### src/sv/assert_macros.svh
// Shared assertion macros for the edit-distance core.
`ifndef ASSERT_MACROS_SVH
`define ASSERT_MACROS_SVH

`ifndef NO_ASSERTIONS

// Property checked on every rising edge outside reset.
`define LED_ASSERT(lbl, clk, rstn, prop) \
    lbl: assert property (@(posedge clk) disable iff (!rstn) prop) \
        else $error("led assertion failed");

// Condition that must never hold outside reset.
`define LED_NEVER(lbl, clk, rstn, cond) \
    lbl: assert property (@(posedge clk) disable iff (!rstn) !(cond)) \
        else $error("led forbidden condition seen");

`else

`define LED_ASSERT(lbl, clk, rstn, prop)
`define LED_NEVER(lbl, clk, rstn, cond)

`endif

`endif

### src/sv/led_pkg.sv
package led_pkg;

    localparam int MAX_QUERY    = 16;
    localparam int MAX_DISTANCE = 127;

    localparam int DIST_W    = $clog2(MAX_DISTANCE + 1);
    localparam int LEN_W     = $clog2(MAX_QUERY + 1);
    localparam int QLEN_W    = 5;
    localparam int OUT_W     = 7;
    localparam int CHAR_W    = 8;
    localparam int CFG_W     = 64;
    localparam int CFG_IDX_W = 2;
    localparam int QCHARS    = 16;

    localparam logic [DIST_W:0] MAXD_EXT = (DIST_W + 1)'(MAX_DISTANCE);

    localparam logic [CFG_IDX_W-1:0] REG_QUERY_LOW  = 2'd0;
    localparam logic [CFG_IDX_W-1:0] REG_QUERY_HIGH = 2'd1;
    localparam logic [CFG_IDX_W-1:0] REG_QUERY_LEN  = 2'd2;

    // one candidate byte travelling down the cell row
    typedef struct packed {
        logic              valid;
        logic [CHAR_W-1:0] ch;
        logic              last;
        logic              empty;
        logic [DIST_W-1:0] left;   // new value of the cell to the left
        logic [DIST_W-1:0] diag;   // previous-row value of the cell to the left
        logic              flag;   // saturation seen on this row
        logic [DIST_W-1:0] res;    // value of the cell at the query length
    } tok_t;

    function automatic logic [DIST_W-1:0] cell_init(input int j);
        cell_init = (j > MAX_DISTANCE) ? DIST_W'(MAX_DISTANCE) : DIST_W'(j);
    endfunction

endpackage

### src/sv/led_head.sv
`include "assert_macros.svh"

module led_head
    import led_pkg::*;
(
    input  logic clk,
    input  logic rst_n,
    input  logic adv,
    input  tok_t tok_in,
    output tok_t tok_out
);

    logic [DIST_W-1:0] row_reg;
    logic [DIST_W-1:0] row_next;
    logic [DIST_W:0]   n_raw;
    logic [DIST_W-1:0] n;
    logic              clip;
    tok_t              tok_reg;
    tok_t              tok_next;

    always_comb
    begin
        n_raw    = {1'b0, row_reg} + (DIST_W + 1)'(1);
        clip     = n_raw > MAXD_EXT;
        n        = clip ? DIST_W'(MAX_DISTANCE) : n_raw[DIST_W-1:0];
        tok_next = tok_in;
        row_next = row_reg;
        if (tok_in.empty)
        begin
            tok_next.left = '0;
            tok_next.diag = '0;
            tok_next.flag = 1'b0;
            tok_next.res  = '0;
        end
        else
        begin
            tok_next.left = n;
            tok_next.diag = row_reg;
            tok_next.flag = clip;
            tok_next.res  = n;
        end
        if (tok_in.valid)
        begin
            row_next = (tok_in.empty || tok_in.last) ? '0 : n;
        end
    end

    always_ff @(posedge clk or negedge rst_n)
    begin
        if (!rst_n)
        begin
            row_reg <= '0;
            tok_reg <= '0;
        end
        else if (adv)
        begin
            row_reg <= row_next;
            tok_reg <= tok_next;
        end
    end

    assign tok_out = tok_reg;

    `LED_ASSERT(a_head_restart, clk, rst_n,
        (adv && tok_in.valid && (tok_in.last || tok_in.empty)) |=> (row_reg == '0))
    `LED_NEVER(a_head_range, clk, rst_n, {1'b0, row_reg} > MAXD_EXT)

endmodule

### src/sv/led_cell.sv
`include "assert_macros.svh"

module led_cell
    import led_pkg::*;
(
    input  logic              clk,
    input  logic              rst_n,
    input  logic              adv,
    input  tok_t              tok_in,
    input  logic [CHAR_W-1:0] qch,
    input  logic [DIST_W-1:0] rst_val,
    input  logic              used,
    input  logic              take,
    output tok_t              tok_out
);

    logic [DIST_W-1:0] cell_reg;
    logic [DIST_W-1:0] cell_next;
    tok_t              tok_reg;
    tok_t              tok_next;
    logic [DIST_W:0]   ins;
    logic [DIST_W:0]   del;
    logic [DIST_W:0]   sub;
    logic [DIST_W:0]   m_raw;
    logic [DIST_W-1:0] m;
    logic              clip;

    always_comb
    begin
        ins   = {1'b0, cell_reg} + (DIST_W + 1)'(1);
        del   = {1'b0, tok_in.left} + (DIST_W + 1)'(1);
        sub   = {1'b0, tok_in.diag} + {DIST_W'(0), (tok_in.ch != qch)};
        m_raw = (ins < del) ? ins : del;
        if (sub < m_raw)
        begin
            m_raw = sub;
        end
        clip = m_raw > MAXD_EXT;
        m    = clip ? DIST_W'(MAX_DISTANCE) : m_raw[DIST_W-1:0];

        tok_next  = tok_in;
        cell_next = cell_reg;
        if (tok_in.valid)
        begin
            if (tok_in.empty)
            begin
                cell_next = rst_val;
            end
            else
            begin
                tok_next.left = m;
                tok_next.diag = cell_reg;
                tok_next.flag = tok_in.flag | (clip & used);
                if (take)
                begin
                    tok_next.res = m;
                end
                cell_next = tok_in.last ? rst_val : m;
            end
        end
    end

    always_ff @(posedge clk or negedge rst_n)
    begin
        if (!rst_n)
        begin
            cell_reg <= rst_val;
            tok_reg  <= '0;
        end
        else if (adv)
        begin
            cell_reg <= cell_next;
            tok_reg  <= tok_next;
        end
    end

    assign tok_out = tok_reg;

    `LED_ASSERT(a_cell_restart, clk, rst_n,
        (adv && tok_in.valid && (tok_in.last || tok_in.empty)) |=> (cell_reg == $past(rst_val)))
    `LED_NEVER(a_cell_range, clk, rst_n, {1'b0, cell_reg} > MAXD_EXT)

endmodule

### src/sv/led_tail.sv
`include "assert_macros.svh"

module led_tail
    import led_pkg::*;
(
    input  logic             clk,
    input  logic             rst_n,
    input  tok_t             tok_in,
    input  logic [LEN_W-1:0] eff_len,
    input  logic             res_ready,
    output logic             adv,
    output logic             res_valid,
    output logic [OUT_W-1:0] distance,
    output logic             saturated
);

    logic                    valid_reg;
    logic                    valid_next;
    logic [OUT_W-1:0]        dist_reg;
    logic [OUT_W-1:0]        dist_next;
    logic                    sat_reg;
    logic                    sat_next;
    logic                    acc_reg;
    logic                    acc_next;
    logic [OUT_W+DIST_W-1:0] res_wide;
    logic [OUT_W+LEN_W-1:0]  len_wide;

    assign adv = !valid_reg || res_ready;

    always_comb
    begin
        res_wide   = {OUT_W'(0), tok_in.res};
        len_wide   = {OUT_W'(0), eff_len};
        valid_next = 1'b0;
        dist_next  = dist_reg;
        sat_next   = sat_reg;
        acc_next   = acc_reg;
        if (tok_in.valid)
        begin
            if (tok_in.empty)
            begin
                valid_next = 1'b1;
                dist_next  = len_wide[OUT_W-1:0];
                sat_next   = 1'b0;
                acc_next   = 1'b0;
            end
            else if (tok_in.last)
            begin
                valid_next = 1'b1;
                dist_next  = res_wide[OUT_W-1:0];
                sat_next   = acc_reg | tok_in.flag;
                acc_next   = 1'b0;
            end
            else
            begin
                acc_next = acc_reg | tok_in.flag;
            end
        end
    end

    always_ff @(posedge clk or negedge rst_n)
    begin
        if (!rst_n)
        begin
            valid_reg <= 1'b0;
            acc_reg   <= 1'b0;
            dist_reg  <= '0;
            sat_reg   <= 1'b0;
        end
        else if (adv)
        begin
            valid_reg <= valid_next;
            acc_reg   <= acc_next;
            dist_reg  <= dist_next;
            sat_reg   <= sat_next;
        end
    end

    assign res_valid = valid_reg;
    assign distance  = dist_reg;
    assign saturated = sat_reg;

    `LED_ASSERT(a_tail_empty, clk, rst_n,
        (adv && tok_in.valid && tok_in.empty) |=> (res_valid && !saturated && !acc_reg))
    `LED_ASSERT(a_tail_quiet, clk, rst_n,
        (adv && tok_in.valid && !tok_in.empty && !tok_in.last) |=> !res_valid)

endmodule

### src/sv/levenshtein_edit_distance_core.sv
// Channel   Handshake               Payload
// cand      cand_valid/cand_ready   candidate_char, last_char, empty_word
// res       res_valid/res_ready     distance, saturated
// cfg       cfg_valid/cfg_ready     cfg_index, cfg_data
//
// One candidate byte is taken per cycle while the row advances; each byte
// walks the row of MAX_QUERY cells one cell per cycle, and the result for
// its word is registered in the output stage.
// A held result freezes the whole cell row; cand_ready follows it.
// cfg_ready is low while any item is still in the row or the output stage.
// Reset loads the row with 0..N directly, no clearing pass.
module levenshtein_edit_distance_core
    import led_pkg::*;
(
    input  logic                 clk,
    input  logic                 rst_n,
    input  logic                 cand_valid,
    output logic                 cand_ready,
    input  logic [CHAR_W-1:0]    candidate_char,
    input  logic                 last_char,
    input  logic                 empty_word,
    output logic                 res_valid,
    input  logic                 res_ready,
    output logic [OUT_W-1:0]     distance,
    output logic                 saturated,
    input  logic                 cfg_valid,
    output logic                 cfg_ready,
    input  logic [CFG_IDX_W-1:0] cfg_index,
    input  logic [CFG_W-1:0]     cfg_data
);

    logic [CFG_W-1:0]         qlow_reg;
    logic [CFG_W-1:0]         qhigh_reg;
    logic [QLEN_W-1:0]        qlen_reg;
    logic [2*CFG_W-1:0]       qbytes;
    logic [QLEN_W+LEN_W-1:0]  qlen_ext;
    logic [LEN_W-1:0]         eff_len;
    logic                     adv;
    logic                     busy;
    tok_t                     cand_tok;
    tok_t                     chain [0:MAX_QUERY];
    logic [MAX_QUERY:0]       chain_valid;

    always_ff @(posedge clk or negedge rst_n)
    begin
        if (!rst_n)
        begin
            qlow_reg  <= '0;
            qhigh_reg <= '0;
            qlen_reg  <= '0;
        end
        else if (cfg_valid && cfg_ready)
        begin
            unique case (cfg_index)
                REG_QUERY_LOW:  qlow_reg  <= cfg_data;
                REG_QUERY_HIGH: qhigh_reg <= cfg_data;
                REG_QUERY_LEN:  qlen_reg  <= cfg_data[QLEN_W-1:0];
                default:        ;
            endcase
        end
    end

    assign qbytes   = {qhigh_reg, qlow_reg};
    assign qlen_ext = {LEN_W'(0), qlen_reg};
    assign eff_len  = (qlen_ext > (QLEN_W + LEN_W)'(MAX_QUERY)) ? LEN_W'(MAX_QUERY)
                                                                : qlen_ext[LEN_W-1:0];

    always_comb
    begin
        cand_tok       = '0;
        cand_tok.valid = cand_valid;
        cand_tok.ch    = candidate_char;
        cand_tok.last  = last_char;
        cand_tok.empty = empty_word;
    end

    assign cand_ready = adv;

    led_head u_head (
        .clk     (clk),
        .rst_n   (rst_n),
        .adv     (adv),
        .tok_in  (cand_tok),
        .tok_out (chain[0])
    );

    for (genvar j = 1; j <= MAX_QUERY; j++)
    begin : g_cell
        logic [CHAR_W-1:0] qch;
        if (j - 1 < QCHARS)
        begin : g_q
            assign qch = qbytes[CHAR_W*(j-1) +: CHAR_W];
        end
        else
        begin : g_z
            assign qch = '0;
        end

        led_cell u_cell (
            .clk     (clk),
            .rst_n   (rst_n),
            .adv     (adv),
            .tok_in  (chain[j-1]),
            .qch     (qch),
            .rst_val (cell_init(j)),
            .used    (eff_len >= LEN_W'(j)),
            .take    (eff_len == LEN_W'(j)),
            .tok_out (chain[j])
        );
    end

    for (genvar k = 0; k <= MAX_QUERY; k++)
    begin : g_busy
        assign chain_valid[k] = chain[k].valid;
    end

    assign busy      = (|chain_valid) || res_valid;
    assign cfg_ready = !busy;

    led_tail u_tail (
        .clk       (clk),
        .rst_n     (rst_n),
        .tok_in    (chain[MAX_QUERY]),
        .eff_len   (eff_len),
        .res_ready (res_ready),
        .adv       (adv),
        .res_valid (res_valid),
        .distance  (distance),
        .saturated (saturated)
    );

endmodule
### config.mk
export PLATFORM = sky130hd
export DESIGN_NAME = levenshtein_edit_distance_core
export DESIGN_NICKNAME = d
export VERILOG_FILES = /design/src/sv/led_pkg.sv /design/src/sv/led_head.sv /design/src/sv/led_cell.sv /design/src/sv/led_tail.sv /design/src/sv/levenshtein_edit_distance_core.sv
export VERILOG_INCLUDE_DIRS = /design/src /design/src/sv
export SDC_FILE = /design/constraint.sdc
export NUM_CORES = 2
export LEC_CHECK = 0
export ABC_AREA = 1
export BUFFER_PORTS_ARGS = -buffer_cell sky130_fd_sc_hd__buf_2
export CAP_MARGIN = 20
export CORE_MARGIN = 10
export CORE_UTILIZATION = 65
export CTS_CLUSTER_DIAMETER = 150
export CTS_CLUSTER_SIZE = 16
export DETAILED_ROUTE_END_ITERATION = 12
export PLACE_DENSITY = 0.82
export SETUP_SLACK_MARGIN = 0.05
export SLEW_MARGIN = 20
export SYNTH_ARGS = -nofsm -noshare
export SYNTH_HDL_FRONTEND = slang
export SYNTH_SLANG_ARGS = --single-unit
### constraint.sdc
create_clock -name clk -period 11.4 [get_ports clk]
set_clock_uncertainty 0.1 [all_clocks]
set_input_delay 2.28 -clock clk [delete_from_list [all_inputs] [get_ports clk]]
set_output_delay 2.28 -clock clk [all_outputs]
set_load 0.02 [all_outputs]
==> results.py <==
metrics = {
    "clock_tree": {
        "cts-root-buf": "clkbuf_16",
        "clock_latency_ps": 670,
        "cts_max_path_buffers": 3,
        "htree_levels": 2,
        "cts_setup_buffers": 0,
        "numCtsBuffers": 55,
        "clkTransAtPathRegs_ps": 70,
        "cts_resized": 0,
        "ctsHoldBuffers": 0,
        "clkSinkCount": 794,
        "tritoncts": "yes",
    },
    "worst_setup_path": {
        "critPathMaxFanout": 79,
        "timing.setup.critical_path_class": "in2out",
        "critPathLaunchType": "primary input",
        "required_ps": 9020,
        "cp-end-kind": "output port",
        "critical_path_arrival_ps": 3120,
    },
    "floorplan": {
        "io_pins": 92,
        "die_area_um2": 84800,
        "die_h_um": 291,
        "start_util_pct": 65.6,
        "rows": 99,
        "dieWidth_um": 291,
        "core_area_um2": 73000,
    },
    "run_status": {
        "outcome": "complete, no violations",
    },
    "yosys": {
        "ys_ff_latch": 794,
        "yosysSeqAreaShare_pct": 41.6,
        "synthArstFlopShare_pct": 100,
        "synthTopCellsByArea": "dfrtp_1, nand2_1, o21ai_0",
        "synth.top_cell.area_share_pct": 39.8,
        "synth.net_count": 6736,
        "synth_edf_count": 0,
        "synth_area_um2": 47800,
        "yosysWarnings": 0,
        "synthDistinctLibCells": 42,
        "yosys.area.top_type": "dfrtp_1",
        "syn_avg_cell_area_um2": 7.50,
        "ys.flop_type": "dfrtp_1",
        "syn_inst": 6374,
    },
    "route": {
        "first_iter_violations": 3824,
        "postRouteAntennaNets": 0,
        "dr.pass1.iters": 8,
        "routed_via_density": 5.79,
        "vias": 42411,
        "drc": 0,
        "wire_per_inst_um": 17.7,
        "routed_wl_um": 130000,
    },
    "cells_and_area": {
        "multi_input_area_um2": 24500,
        "utilization_pct": 69.2,
        "final_cell_mix": "nand2_1, o21ai_0, dfrtp_1",
        "nNetsFinal": 6679,
        "num-fill-cells": 6200,
        "seq_area_um2": 19900,
        "final_common_cell": "nand2_1",
        "area_delta_synth_final_pct": 5.58,
        "layout-drive-gt1-share_pct": 4.12,
        "largest_reg_flops": 506,
    },
    "sta": {
        "rsz0062_at_grt": "no",
        "fin_crit_ps": 5500,
        "tns_ps": 0,
        "fin_hold_ws_ps": 379,
        "finalSetupViolCount": 0,
        "finalHoldViolations": 0,
        "slew_violations": 0,
        "fin_crit_sh_pct": 48.3,
        "worstMarginPinSlew_ps": 1160,
        "timing.fmax_ghz": 0.182,
        "maxSlewHeadroom_pct": 22.4,
    },
    "grt": {
        "grt.overflow.total": 0,
        "busiest_layer": "met2",
        "grtUsageMet3_pct": 3.67,
        "grt_use_met1_pct": 41.7,
        "grt_first_pass_wirelength_um": 211000,
        "grt_max_degree": 239,
        "grtUsageMet2_pct": 48.0,
        "antenna_found_initial": 1,
        "grt.total_usage_pct": 29.9,
        "grt_pass1_vias": 40173,
    },
    "job": {
        "max_cap_viol_count": 0,
    },
    "place": {
        "dpl.hpwl_um": 96300,
        "finalWeightedCongestion": 0.956,
        "port_buffers": 91,
    },
    "worst_hold_path": {
        "hold_path.class": "reg2reg",
    },
}
kinds of logic after synthesis:
kind of cell    after synthesis  share of synthesized area [%]
simple gates               2737                           23.4
compound gates             1334                           14.4
buf+inv                     903                           7.24
flops                       794                           41.6
xor+xnor                    324                           5.93
fa+ha+maj                   281                           7.35
mux                           1                         0.0209
through the flow:
step | worst slack (ps) | area (um2) | std cells
after detailed placement | 5950 | 48800 | 7218
after CTS | 5950 | 50400 | 7320
after floorplan | 5560 | 47800 | 6374
after global routing | 5650 | 50500 | 7321
after global placement | 5960 | 48800 | 7218
final | 5900 | 50500 | 7322
routing by layer:
layer	vias to the layer above	part of all wire, %	wire length [um]
met4	2	3.3	4220
met3	255	6.4	8250
met1	20112	44	57100
li1	20563	-	-
met2	1479	46	60000
met5	-	0.010	13
cells in the mapped netlist, types with 2 or more instances:
master,number
nand2_4,7
clkinv_1,10
dfrtp_1,761
o22ai_1,40
or2_2,3
ha_1,281
o211ai_1,6
clkbuf_1,207
buf_4,2
xor2_1,211
nand4_1,52
o21ai_0,772
nand3_1,269
inv_1,664
dfstp_2,33
nand2_1,1841
o21bai_1,16
nor3_1,83
nor2_1,400
buf_6,7
nand3_2,4
a211oi_1,15
xnor2_1,113
or4_1,15
nor3_2,4
o21ai_1,68
nor2_2,6
o21a_1,21
buf_1,3
nand2_2,18
o21ai_2,4
nand3b_1,22
a21oi_1,388
buf_2,9
nor4_1,12
final timing paths:
path	start	end	slack, ps	cells past startpoint
max	res_ready	cand_ready	5900	4
min	u_tail.saturated$_DFFE_PN0P_	u_tail.saturated$_DFFE_PN0P_	380	2
max reg2reg	g_cell[4].u_cell.cell_reg[2]$_DFFE_PN1P_	g_cell[4].u_cell.tok_out[18]$_DFFE_PN0N_	6130	19
min reg2reg	u_tail.saturated$_DFFE_PN0P_	u_tail.saturated$_DFFE_PN0P_	380	2
max in group asynchronous	rst_n	qlow_reg[38]$_DFFE_PN0P_	7480	3
min in group asynchronous	rst_n	g_cell[14].u_cell.tok_out[32]$_DFFE_PN0N_	1560	1
final cells by class:
cell class	instances	share of cell area, %
clock buffer	98	3.05
timing repair buffer	114	1.42
multi-input combinational	4677	48.5
tap	959	2.38
clock inverter	4	0.156
sequential	794	39.4
antenna	1	0.00496
inverter	675	5.03
worst max-delay path, stage by stage:
cell and delay [ps]:
buf_2 100, nor2_4 50, inv_8 320, buf_2 270
Power is left out: the tool's default activity adds up to more than one toggle a clock period on the data nets, which glitch-free logic cannot reach.
